===== config.mk =====
export PLATFORM = sky130hd
export DESIGN_NAME = rc_channel_frame_decoder_core
export DESIGN_NICKNAME = d
export VERILOG_FILES = /design/src/design/rcfd_pkg.sv /design/src/design/rcfd_dpath.sv /design/src/design/rcfd_ctrl.sv /design/src/design/rc_channel_frame_decoder_core.sv
export SDC_FILE = /design/constraint.sdc
export NUM_CORES = 1
export LEC_CHECK = 0
export CORE_ASPECT_RATIO = 0.6
export CORE_MARGIN = 8
export CORE_UTILIZATION = 47
export DETAILED_ROUTE_END_ITERATION = 6
export DONT_BUFFER_PORTS = 1
export GPL_TIMING_DRIVEN = 1
export PLACE_DENSITY_LB_ADDON = 0.05
export SETUP_SLACK_MARGIN = 0.2
export SLEW_MARGIN = 20
export SYNTH_ARGS = -nofsm -noshare
export SYNTH_HDL_FRONTEND = slang
export SYNTH_HIERARCHICAL = 1
export SYNTH_SLANG_ARGS = --single-unit

===== constraint.sdc =====
create_clock -name clock -period 4.3 [get_ports clock]
set_clock_uncertainty 0.15 [all_clocks]
set_input_delay 0.43 -clock clock [delete_from_list [all_inputs] [get_ports clock]]
set_output_delay 0.43 -clock clock [all_outputs]
set_load 0.01 [all_outputs]

===== src/design/rcfd_pkg.sv =====
`timescale 1ns / 1ps

package rcfd_pkg;

   // Frame layout.
   localparam int FRAME_LEN      = 32;
   localparam int SUM_LEN        = 30;
   localparam int COUNT_MAX      = 33;
   localparam int CKS_LO_POS     = 30;
   localparam int FIRST_PAIR_POS = 3;
   localparam int LAST_PLAIN_POS = 29;
   localparam int LAST_EXT_POS   = 25;
   localparam int PLAIN_CHANNELS = 14;
   localparam int EXT_CHANNELS   = 4;
   localparam int NUM_CHANNELS   = 18;

   localparam logic [7:0]  HEAD_0   = 8'h20;
   localparam logic [7:0]  HEAD_1   = 8'h40;
   localparam logic [15:0] SUM_INV  = 16'hFFFF;
   localparam logic [4:0]  LAST_IDX = 5'(NUM_CHANNELS - 1);

   // Which part of an extended channel a byte's high nibble fills.
   typedef enum logic [1:0] {
      PART_LOW,
      PART_MID,
      PART_HIGH
   } ext_part_type;

   // Where the byte at one frame position lands in the channel bank.
   typedef struct packed {
      logic         plain_we;
      logic [3:0]   plain_idx;
      logic         ext_we;
      logic [1:0]   ext_idx;
      ext_part_type ext_part;
   } byte_slot_type;

   // Commands from the controller to the datapath.
   typedef struct packed {
      logic take;
      logic advance;
   } rcfd_cmd_type;

   // Status from the datapath to the controller.
   typedef struct packed {
      logic frame_good;
      logic at_last;
   } rcfd_status_type;

   // Decode a frame position into its channel write slots.
   function automatic byte_slot_type byte_slot(input logic [4:0] pos);
      byte_slot_type s;
      logic [4:0]    m;
      m = pos - 5'(FIRST_PAIR_POS);
      s.plain_we  = pos[0] && (pos >= 5'(FIRST_PAIR_POS)) && (pos <= 5'(LAST_PLAIN_POS));
      s.plain_idx = m[4:1];
      s.ext_we    = pos[0] && (pos >= 5'(FIRST_PAIR_POS)) && (pos <= 5'(LAST_EXT_POS));
      case (m[4:1])
         4'd0: begin
            s.ext_idx = 2'd0; s.ext_part = PART_LOW;
         end
         4'd1: begin
            s.ext_idx = 2'd0; s.ext_part = PART_MID;
         end
         4'd2: begin
            s.ext_idx = 2'd0; s.ext_part = PART_HIGH;
         end
         4'd3: begin
            s.ext_idx = 2'd1; s.ext_part = PART_LOW;
         end
         4'd4: begin
            s.ext_idx = 2'd1; s.ext_part = PART_MID;
         end
         4'd5: begin
            s.ext_idx = 2'd1; s.ext_part = PART_HIGH;
         end
         4'd6: begin
            s.ext_idx = 2'd2; s.ext_part = PART_LOW;
         end
         4'd7: begin
            s.ext_idx = 2'd2; s.ext_part = PART_MID;
         end
         4'd8: begin
            s.ext_idx = 2'd2; s.ext_part = PART_HIGH;
         end
         4'd9: begin
            s.ext_idx = 2'd3; s.ext_part = PART_LOW;
         end
         4'd10: begin
            s.ext_idx = 2'd3; s.ext_part = PART_MID;
         end
         4'd11: begin
            s.ext_idx = 2'd3; s.ext_part = PART_HIGH;
         end
         default: begin
            s.ext_idx = 2'd0; s.ext_part = PART_LOW;
         end
      endcase
      return s;
   endfunction

endpackage


===== src/design/rcfd_dpath.sv =====
`timescale 1ns / 1ps

module rcfd_dpath import rcfd_pkg::*; (
   input  logic            clock,
   input  logic            reset,
   input  logic [7:0]      req_data_byte,
   input  logic            req_end_of_buffer,
   input  rcfd_cmd_type    cmd,
   output rcfd_status_type status,
   output logic [4:0]      rsp_channel_index,
   output logic [10:0]     rsp_channel_value,
   output logic            rsp_last_channel
);

   logic [5:0]    count_ff, count_in;
   logic [15:0]   sum_ff, sum_in;
   logic          hdr_ok_ff, hdr_ok_in;
   logic [7:0]    cks_lo_ff, cks_lo_in;
   logic [7:0]    prev_ff, prev_in;
   logic [4:0]    idx_ff, idx_in;
   logic [10:0]   chan_ff [NUM_CHANNELS];
   logic [10:0]   chan_in [NUM_CHANNELS];
   logic          in_frame;
   logic [4:0]    pos;
   byte_slot_type slot;
   logic          at_last;

   assign in_frame = count_ff < 6'(FRAME_LEN);
   assign pos      = count_ff[4:0];
   assign slot     = byte_slot(pos);
   assign at_last  = idx_ff == LAST_IDX;

   // The frame is good when its last byte completes the length, header and checksum.
   assign status.frame_good = req_end_of_buffer
                              && (count_ff == 6'(FRAME_LEN - 1))
                              && hdr_ok_ff
                              && ({req_data_byte, cks_lo_ff} == (sum_ff ^ SUM_INV));
   assign status.at_last = at_last;

   // Byte intake: channel values are assembled as the bytes arrive.
   always_comb begin
      count_in  = count_ff;
      sum_in    = sum_ff;
      hdr_ok_in = hdr_ok_ff;
      cks_lo_in = cks_lo_ff;
      prev_in   = prev_ff;
      for (int i = 0; i < NUM_CHANNELS; i++) begin
         chan_in[i] = chan_ff[i];
      end
      if (cmd.take) begin
         prev_in = req_data_byte;
         if (in_frame) begin
            if (pos == 5'd0) begin
               hdr_ok_in = req_data_byte == HEAD_0;
            end
            if (pos == 5'd1) begin
               hdr_ok_in = hdr_ok_ff && (req_data_byte == HEAD_1);
            end
            if (pos == 5'(CKS_LO_POS)) begin
               cks_lo_in = req_data_byte;
            end
            for (int i = 0; i < PLAIN_CHANNELS; i++) begin
               if (slot.plain_we && (slot.plain_idx == 4'(i))) begin
                  chan_in[i] = {req_data_byte[2:0], prev_ff};
               end
            end
            for (int j = 0; j < EXT_CHANNELS; j++) begin
               if (slot.ext_we && (slot.ext_idx == 2'(j))) begin
                  case (slot.ext_part)
                     PART_LOW: begin
                        chan_in[PLAIN_CHANNELS + j][3:0] = req_data_byte[7:4];
                     end
                     PART_MID: begin
                        chan_in[PLAIN_CHANNELS + j][7:4] = req_data_byte[7:4];
                     end
                     PART_HIGH: begin
                        chan_in[PLAIN_CHANNELS + j][10:8] = req_data_byte[6:4];
                     end
                     default: begin
                        chan_in[PLAIN_CHANNELS + j] = chan_ff[PLAIN_CHANNELS + j];
                     end
                  endcase
               end
            end
         end
         if (count_ff < 6'(SUM_LEN)) begin
            sum_in = sum_ff + {8'd0, req_data_byte};
         end
         if (count_ff < 6'(COUNT_MAX)) begin
            count_in = count_ff + 6'd1;
         end
         if (req_end_of_buffer) begin
            count_in = '0;
            sum_in   = '0;
         end
      end
   end

   // Response index steps through the channel bank.
   always_comb begin
      idx_in = idx_ff;
      if (cmd.advance) begin
         idx_in = at_last ? 5'd0 : idx_ff + 5'd1;
      end
   end

   always_ff @(posedge clock) begin
      if (reset) begin
         count_ff  <= '0;
         sum_ff    <= '0;
         hdr_ok_ff <= 1'b0;
         idx_ff    <= '0;
      end else begin
         count_ff  <= count_in;
         sum_ff    <= sum_in;
         hdr_ok_ff <= hdr_ok_in;
         idx_ff    <= idx_in;
      end
   end

   always_ff @(posedge clock) begin
      cks_lo_ff <= cks_lo_in;
      prev_ff   <= prev_in;
      for (int i = 0; i < NUM_CHANNELS; i++) begin
         chan_ff[i] <= chan_in[i];
      end
   end

   assign rsp_channel_index = idx_ff;
   assign rsp_channel_value = chan_ff[idx_ff];
   assign rsp_last_channel  = at_last;

   // The byte count never passes its saturation point.
   assert property (@(posedge clock) disable iff (reset)
      count_ff <= 6'(COUNT_MAX))
      else $error("byte count above saturation");

   // The response index stays inside the channel range.
   assert property (@(posedge clock) disable iff (reset)
      idx_ff <= LAST_IDX)
      else $error("channel index out of range");

   // A transfer that is not the last one moves to the next channel.
   assert property (@(posedge clock) disable iff (reset)
      (cmd.advance && !at_last) |=> (idx_ff == $past(idx_ff) + 5'd1))
      else $error("channel index did not advance");

endmodule


===== src/design/rcfd_ctrl.sv =====
`timescale 1ns / 1ps

module rcfd_ctrl import rcfd_pkg::*; (
   input  logic            clock,
   input  logic            reset,
   input  logic            req_valid,
   output logic            req_ready,
   output logic            rsp_valid,
   input  logic            rsp_ready,
   input  rcfd_status_type status,
   output rcfd_cmd_type    cmd
);

   typedef enum logic [1:0] {
      ST_IDLE = 2'b01,
      ST_EMIT = 2'b10
   } ctrl_state_type;

   ctrl_state_type state_ff, state_in;

   assign req_ready = state_ff == ST_IDLE;
   assign rsp_valid = state_ff == ST_EMIT;

   assign cmd.take    = req_valid && req_ready;
   assign cmd.advance = rsp_valid && rsp_ready;

   // Take bytes until a good frame ends, then drain its channels.
   always_comb begin
      state_in = state_ff;
      case (state_ff)
         ST_IDLE: begin
            if (cmd.take && status.frame_good) begin
               state_in = ST_EMIT;
            end
         end
         ST_EMIT: begin
            if (cmd.advance && status.at_last) begin
               state_in = ST_IDLE;
            end
         end
         default: begin
            state_in = ST_IDLE;
         end
      endcase
   end

   always_ff @(posedge clock) begin
      if (reset) begin
         state_ff <= ST_IDLE;
      end else begin
         state_ff <= state_in;
      end
   end

   // Input and output never run at the same time.
   assert property (@(posedge clock) disable iff (reset)
      !(req_ready && rsp_valid))
      else $error("input and output active together");

   // A good frame starts the channel burst.
   assert property (@(posedge clock) disable iff (reset)
      (cmd.take && status.frame_good) |=> rsp_valid)
      else $error("good frame did not start output");

   // The last channel transfer reopens the input.
   assert property (@(posedge clock) disable iff (reset)
      (cmd.advance && status.at_last) |=> req_ready)
      else $error("input not reopened after last channel");

endmodule


===== src/design/rc_channel_frame_decoder_core.sv =====
`timescale 1ns / 1ps

// Decoder for a 32-byte serial RC frame carrying 18 eleven-bit channels. The
// channel values are assembled in a register bank as the bytes arrive. When the
// byte marked end of buffer closes a frame of exactly 32 bytes with header 0x20
// 0x40 and a checksum (inverted 16-bit sum of bytes 0 to 29, little-endian in
// bytes 30 and 31) that matches, the block sends channels 0 to 17 in order, one
// per response transfer, read from the bank, with last_channel set on channel 17.
// During that burst the input is held off until the channel 17 transfer, also
// while the response side stalls. A rejected frame gives no responses and costs
// nothing extra.

module rc_channel_frame_decoder_core import rcfd_pkg::*; (
   input  logic        clock,
   input  logic        reset,
   input  logic        req_valid,
   output logic        req_ready,
   input  logic [7:0]  req_data_byte,
   input  logic        req_end_of_buffer,
   output logic        rsp_valid,
   input  logic        rsp_ready,
   output logic [4:0]  rsp_channel_index,
   output logic [10:0] rsp_channel_value,
   output logic        rsp_last_channel
);

   rcfd_cmd_type    cmd;
   rcfd_status_type status;

   rcfd_ctrl u_ctrl (
      .clock     (clock),
      .reset     (reset),
      .req_valid (req_valid),
      .req_ready (req_ready),
      .rsp_valid (rsp_valid),
      .rsp_ready (rsp_ready),
      .status    (status),
      .cmd       (cmd)
   );

   rcfd_dpath u_dpath (
      .clock             (clock),
      .reset             (reset),
      .req_data_byte     (req_data_byte),
      .req_end_of_buffer (req_end_of_buffer),
      .cmd               (cmd),
      .status            (status),
      .rsp_channel_index (rsp_channel_index),
      .rsp_channel_value (rsp_channel_value),
      .rsp_last_channel  (rsp_last_channel)
   );

endmodule

==> results.json <==
{
  "power_frac_seq_pct": 56.6,
  "setup_viol": 0,
  "port_buffers": 0,
  "synth_top_cells_by_area": "edfxtp_1 61%, mux4_2 9.3%, dfxtp_1 6.6%",
  "yosys.area.top_type": "edfxtp_1",
  "dieHeight_um": 132,
  "slew_headroom_pct": 38.6,
  "synth.top_cell.area_share_pct": 60.5,
  "grt_pass1_wl_mm": 37.8,
  "yosys_warnings": 6,
  "r2r_slack_ns": 0.86,
  "switchingPower_uw": 952,
  "hold_viol_final": 0,
  "p_leak_uw": 0.00380,
  "cts_tree": "done",
  "synthCells": 666,
  "synthFlopType": "edfxtp_1",
  "end_kind": "output port",
  "synth-edff-count": 214,
  "ys_ff_latch": 249,
  "ioPinCount": 32,
  "vdd_drop_max_mv": 0.266,
  "drv_cap": 0,
  "wl_mm": 25.2,
  "yosysSeqAreaShare_pct": 67.1,
  "fin_crit_sh_pct": 80.6,
  "clkTransAtPathRegs_ns": 0.06,
  "nNetsFinal": 731,
  "wl_per_cell_um": 24.7,
  "drcViolationCount": 0,
  "grt_use_total_pct": 18.0,
  "fp-row-count": 42,
  "critPathArrivalTime_ns": 2.89,
  "pre_cts_ws_ns": 0.915,
  "cts.sinks": 249,
  "worstMarginPinSlew_ns": 0.920,
  "fmax_mhz": 288,
  "critPathSlowestCell": "dfxtp_4",
  "pwr-share-clk_pct": 41.0,
  "cts_buffers": 24,
  "switching_share_pct": 20.3,
  "power.internal_uw": 3730,
  "root_buffer": "clkbuf_16",
  "htree_levels": 1,
  "clk_latency_ns": 0.51,
  "final_cell_mix": "214 x edfxtp_1, 54 x nor2_1, 44 x mux4_2",
  "first_pass_iters": 5,
  "seqCellArea_mm2": 0.00713,
  "syn_avg_cell_area_um2": 15.9,
  "cp_cell_sequence": "buf_4, mux4_2, a2111oi_0, a221oi_1",
  "dp.final_hpwl_mm": 16.5,
  "ys_types": 58,
  "drv_slew": 0,
  "multiInputGateArea_mm2": 0.00328,
  "core_area_mm2": 0.0221,
  "crit_required_ns": 3.72,
  "initial_core_util_pct": 48.0,
  "fillers": 1789,
  "via_per_inst": 5.85,
  "ant_nets": 0,
  "path_max_fanout": 34,
  "grt_start_max_net_pins": 35,
  "drtIter0Drc": 496,
  "status": "finished, final reports clean",
  "cts_resized": 0,
  "final_cell_area_mm2": 0.0119,
  "setup_slack_ns": 0.833,
  "power_density_mw_per_mm2": 395,
  "rsz0062_at_grt": "no",
  "drive_gt1_share_pct": 15.8,
  "tns_ns": 0,
  "syn_nets": 702,
  "fp.dieArea_mm2": 0.0278,
  "die_x_um": 210,
  "min_path_type": "input pin to flop",
  "antenna_found_initial": 0,
  "placed_area_mm2": 0.0110,
  "cp_slowest_stage_delay_ns": 0.79,
  "place_congestion": 0.796,
  "worstSetupStartpointType": "flop",
  "async_reset_ff_share_pct": 0,
  "worst-setup-path-type": "flop to output port",
  "finalPower_uw": 4680,
  "combinationalPowerShare_pct": 2.4,
  "final_common_cell": "edfxtp_1",
  "grt_pass1_vias": 5981,
  "area_delta_synth_final_pct": 11.6,
  "fin_crit_ns": 3.47,
  "whs_ns": 0.0356,
  "synth_area_mm2": 0.0106,
  "vias": 5970,
  "overflow": 0,
  "cts_max_path_buffers": 3
}
## flip-flops by register name, summed over array words and instances (netlist names), named ones only
signal / flops
u_dpath/cks_lo_ff: 8
u_dpath/count_ff: 6
u_dpath/hdr_ok_ff: 1
u_ctrl/state_ff: 2
u_dpath/sum_ff: 16
u_dpath/chan_ff: 198
u_dpath/rsp_channel_index: 5
u_dpath/prev_ff: 8
## worst paths after layout
check | cells after the start | from | to
setup / recovery | 4 | flop | rsp_channel_value[3]
hold / removal | 3 | req_end_of_buffer | u_dpath/sum_ff[2]
setup reg to reg | 8 | u_dpath/count_ff[0] | u_dpath/chan_ff[14][4]
hold reg to reg | 2 | u_dpath/sum_ff[7] | u_dpath/sum_ff[7]
## layer usage
layer / vias up / GRT usage (%) / wire length [um]
li1: 2660 / - / -
met1: 3083 / 28.0 / 12400
met2: 201 / 25.8 / 10700
met3: 26 / 3.42 / 1690
met4: 0 / 3.67 / 391
met5: - / 0 / 0
## synthesized netlist by cell type, drive strengths merged (2+ instances only)
| cell type | count |
|---|---|
| a21o | 5 |
| nand4 | 9 |
| a21oi | 25 |
| a2111oi | 12 |
| nand2b | 6 |
| clkbuf | 19 |
| nor2b | 15 |
| inv | 11 |
| xnor2 | 16 |
| nor4 | 2 |
| and3 | 6 |
| buf | 14 |
| nand2 | 23 |
| a22oi | 4 |
| mux2 | 2 |
| o21ai | 11 |
| o21bai | 2 |
| o22a | 2 |
| nor3 | 14 |
| ha | 22 |
| mux4 | 44 |
| a221oi | 11 |
| dfxtp | 35 |
| a31oi | 2 |
| a211oi | 3 |
| or3 | 10 |
| xor2 | 17 |
| mux2i | 24 |
| nand3 | 7 |
| edfxtp | 214 |
| o21a | 5 |
| and2b | 2 |
| and2 | 4 |
| o211ai | 2 |
| a32oi | 2 |
| nor2 | 54 |
## kinds of logic after synthesis
| group | count (synthesis) | synth area share [%] |
|---|---|---|
| DFF | 249 | 67.1 |
| and+or+nand+nor | 157 | 7.45 |
| AOI/OAI and AO/OA | 90 | 6.07 |
| muxes | 70 | 11.8 |
| buffers and inverters | 44 | 1.97 |
| xor gates and xnor gates | 33 | 2.79 |
| adders and majority gates | 23 | 2.78 |
## power by group through the flow
stage	sequential, uW	combinational, uW	clock [uW]
floorplan	2690	64.8	0
global placement	2700	78.4	0
detailed placement	2700	80.4	0
CTS	2650	112	1960
global route	2650	124	2060
finish	2650	113	1920
## through the flow
| stage | util [%] | cells |
|---|---|---|
| after floorplan | - | 666 |
| after global placement | 49.8 | 964 |
| after detailed placement | 49.8 | 964 |
| after CTS | 53.6 | 1019 |
| after global routing | 53.6 | 1019 |
| final | 53.6 | 1020 |
## worst max-delay path: cells and delay by family, from the launching register on
kind,cells,cell delay (ns)
DFF,1,0.79
AOI/OAI and AO/OA,2,0.65
muxes,1,0.53
buffers and inverters,1,0.38
## cell type report
cell class	count	share of cell area, %
Sequential cell	249	60.2
Multi-Input combinational cell	373	27.7
Clock buffer	31	5.47
Tap cell	308	3.25
Timing Repair Buffer	36	2.55
Clock inverter	11	0.507
Inverter	11	0.348
Antenna cell	1	0.0211
## repair_timing
action,4_1_cts,5_1_grt
endpoints found under the hold margin,116,0
buffers inserted,0,0
hold buffers,13,0
Power figures use the tool's default switching activity.
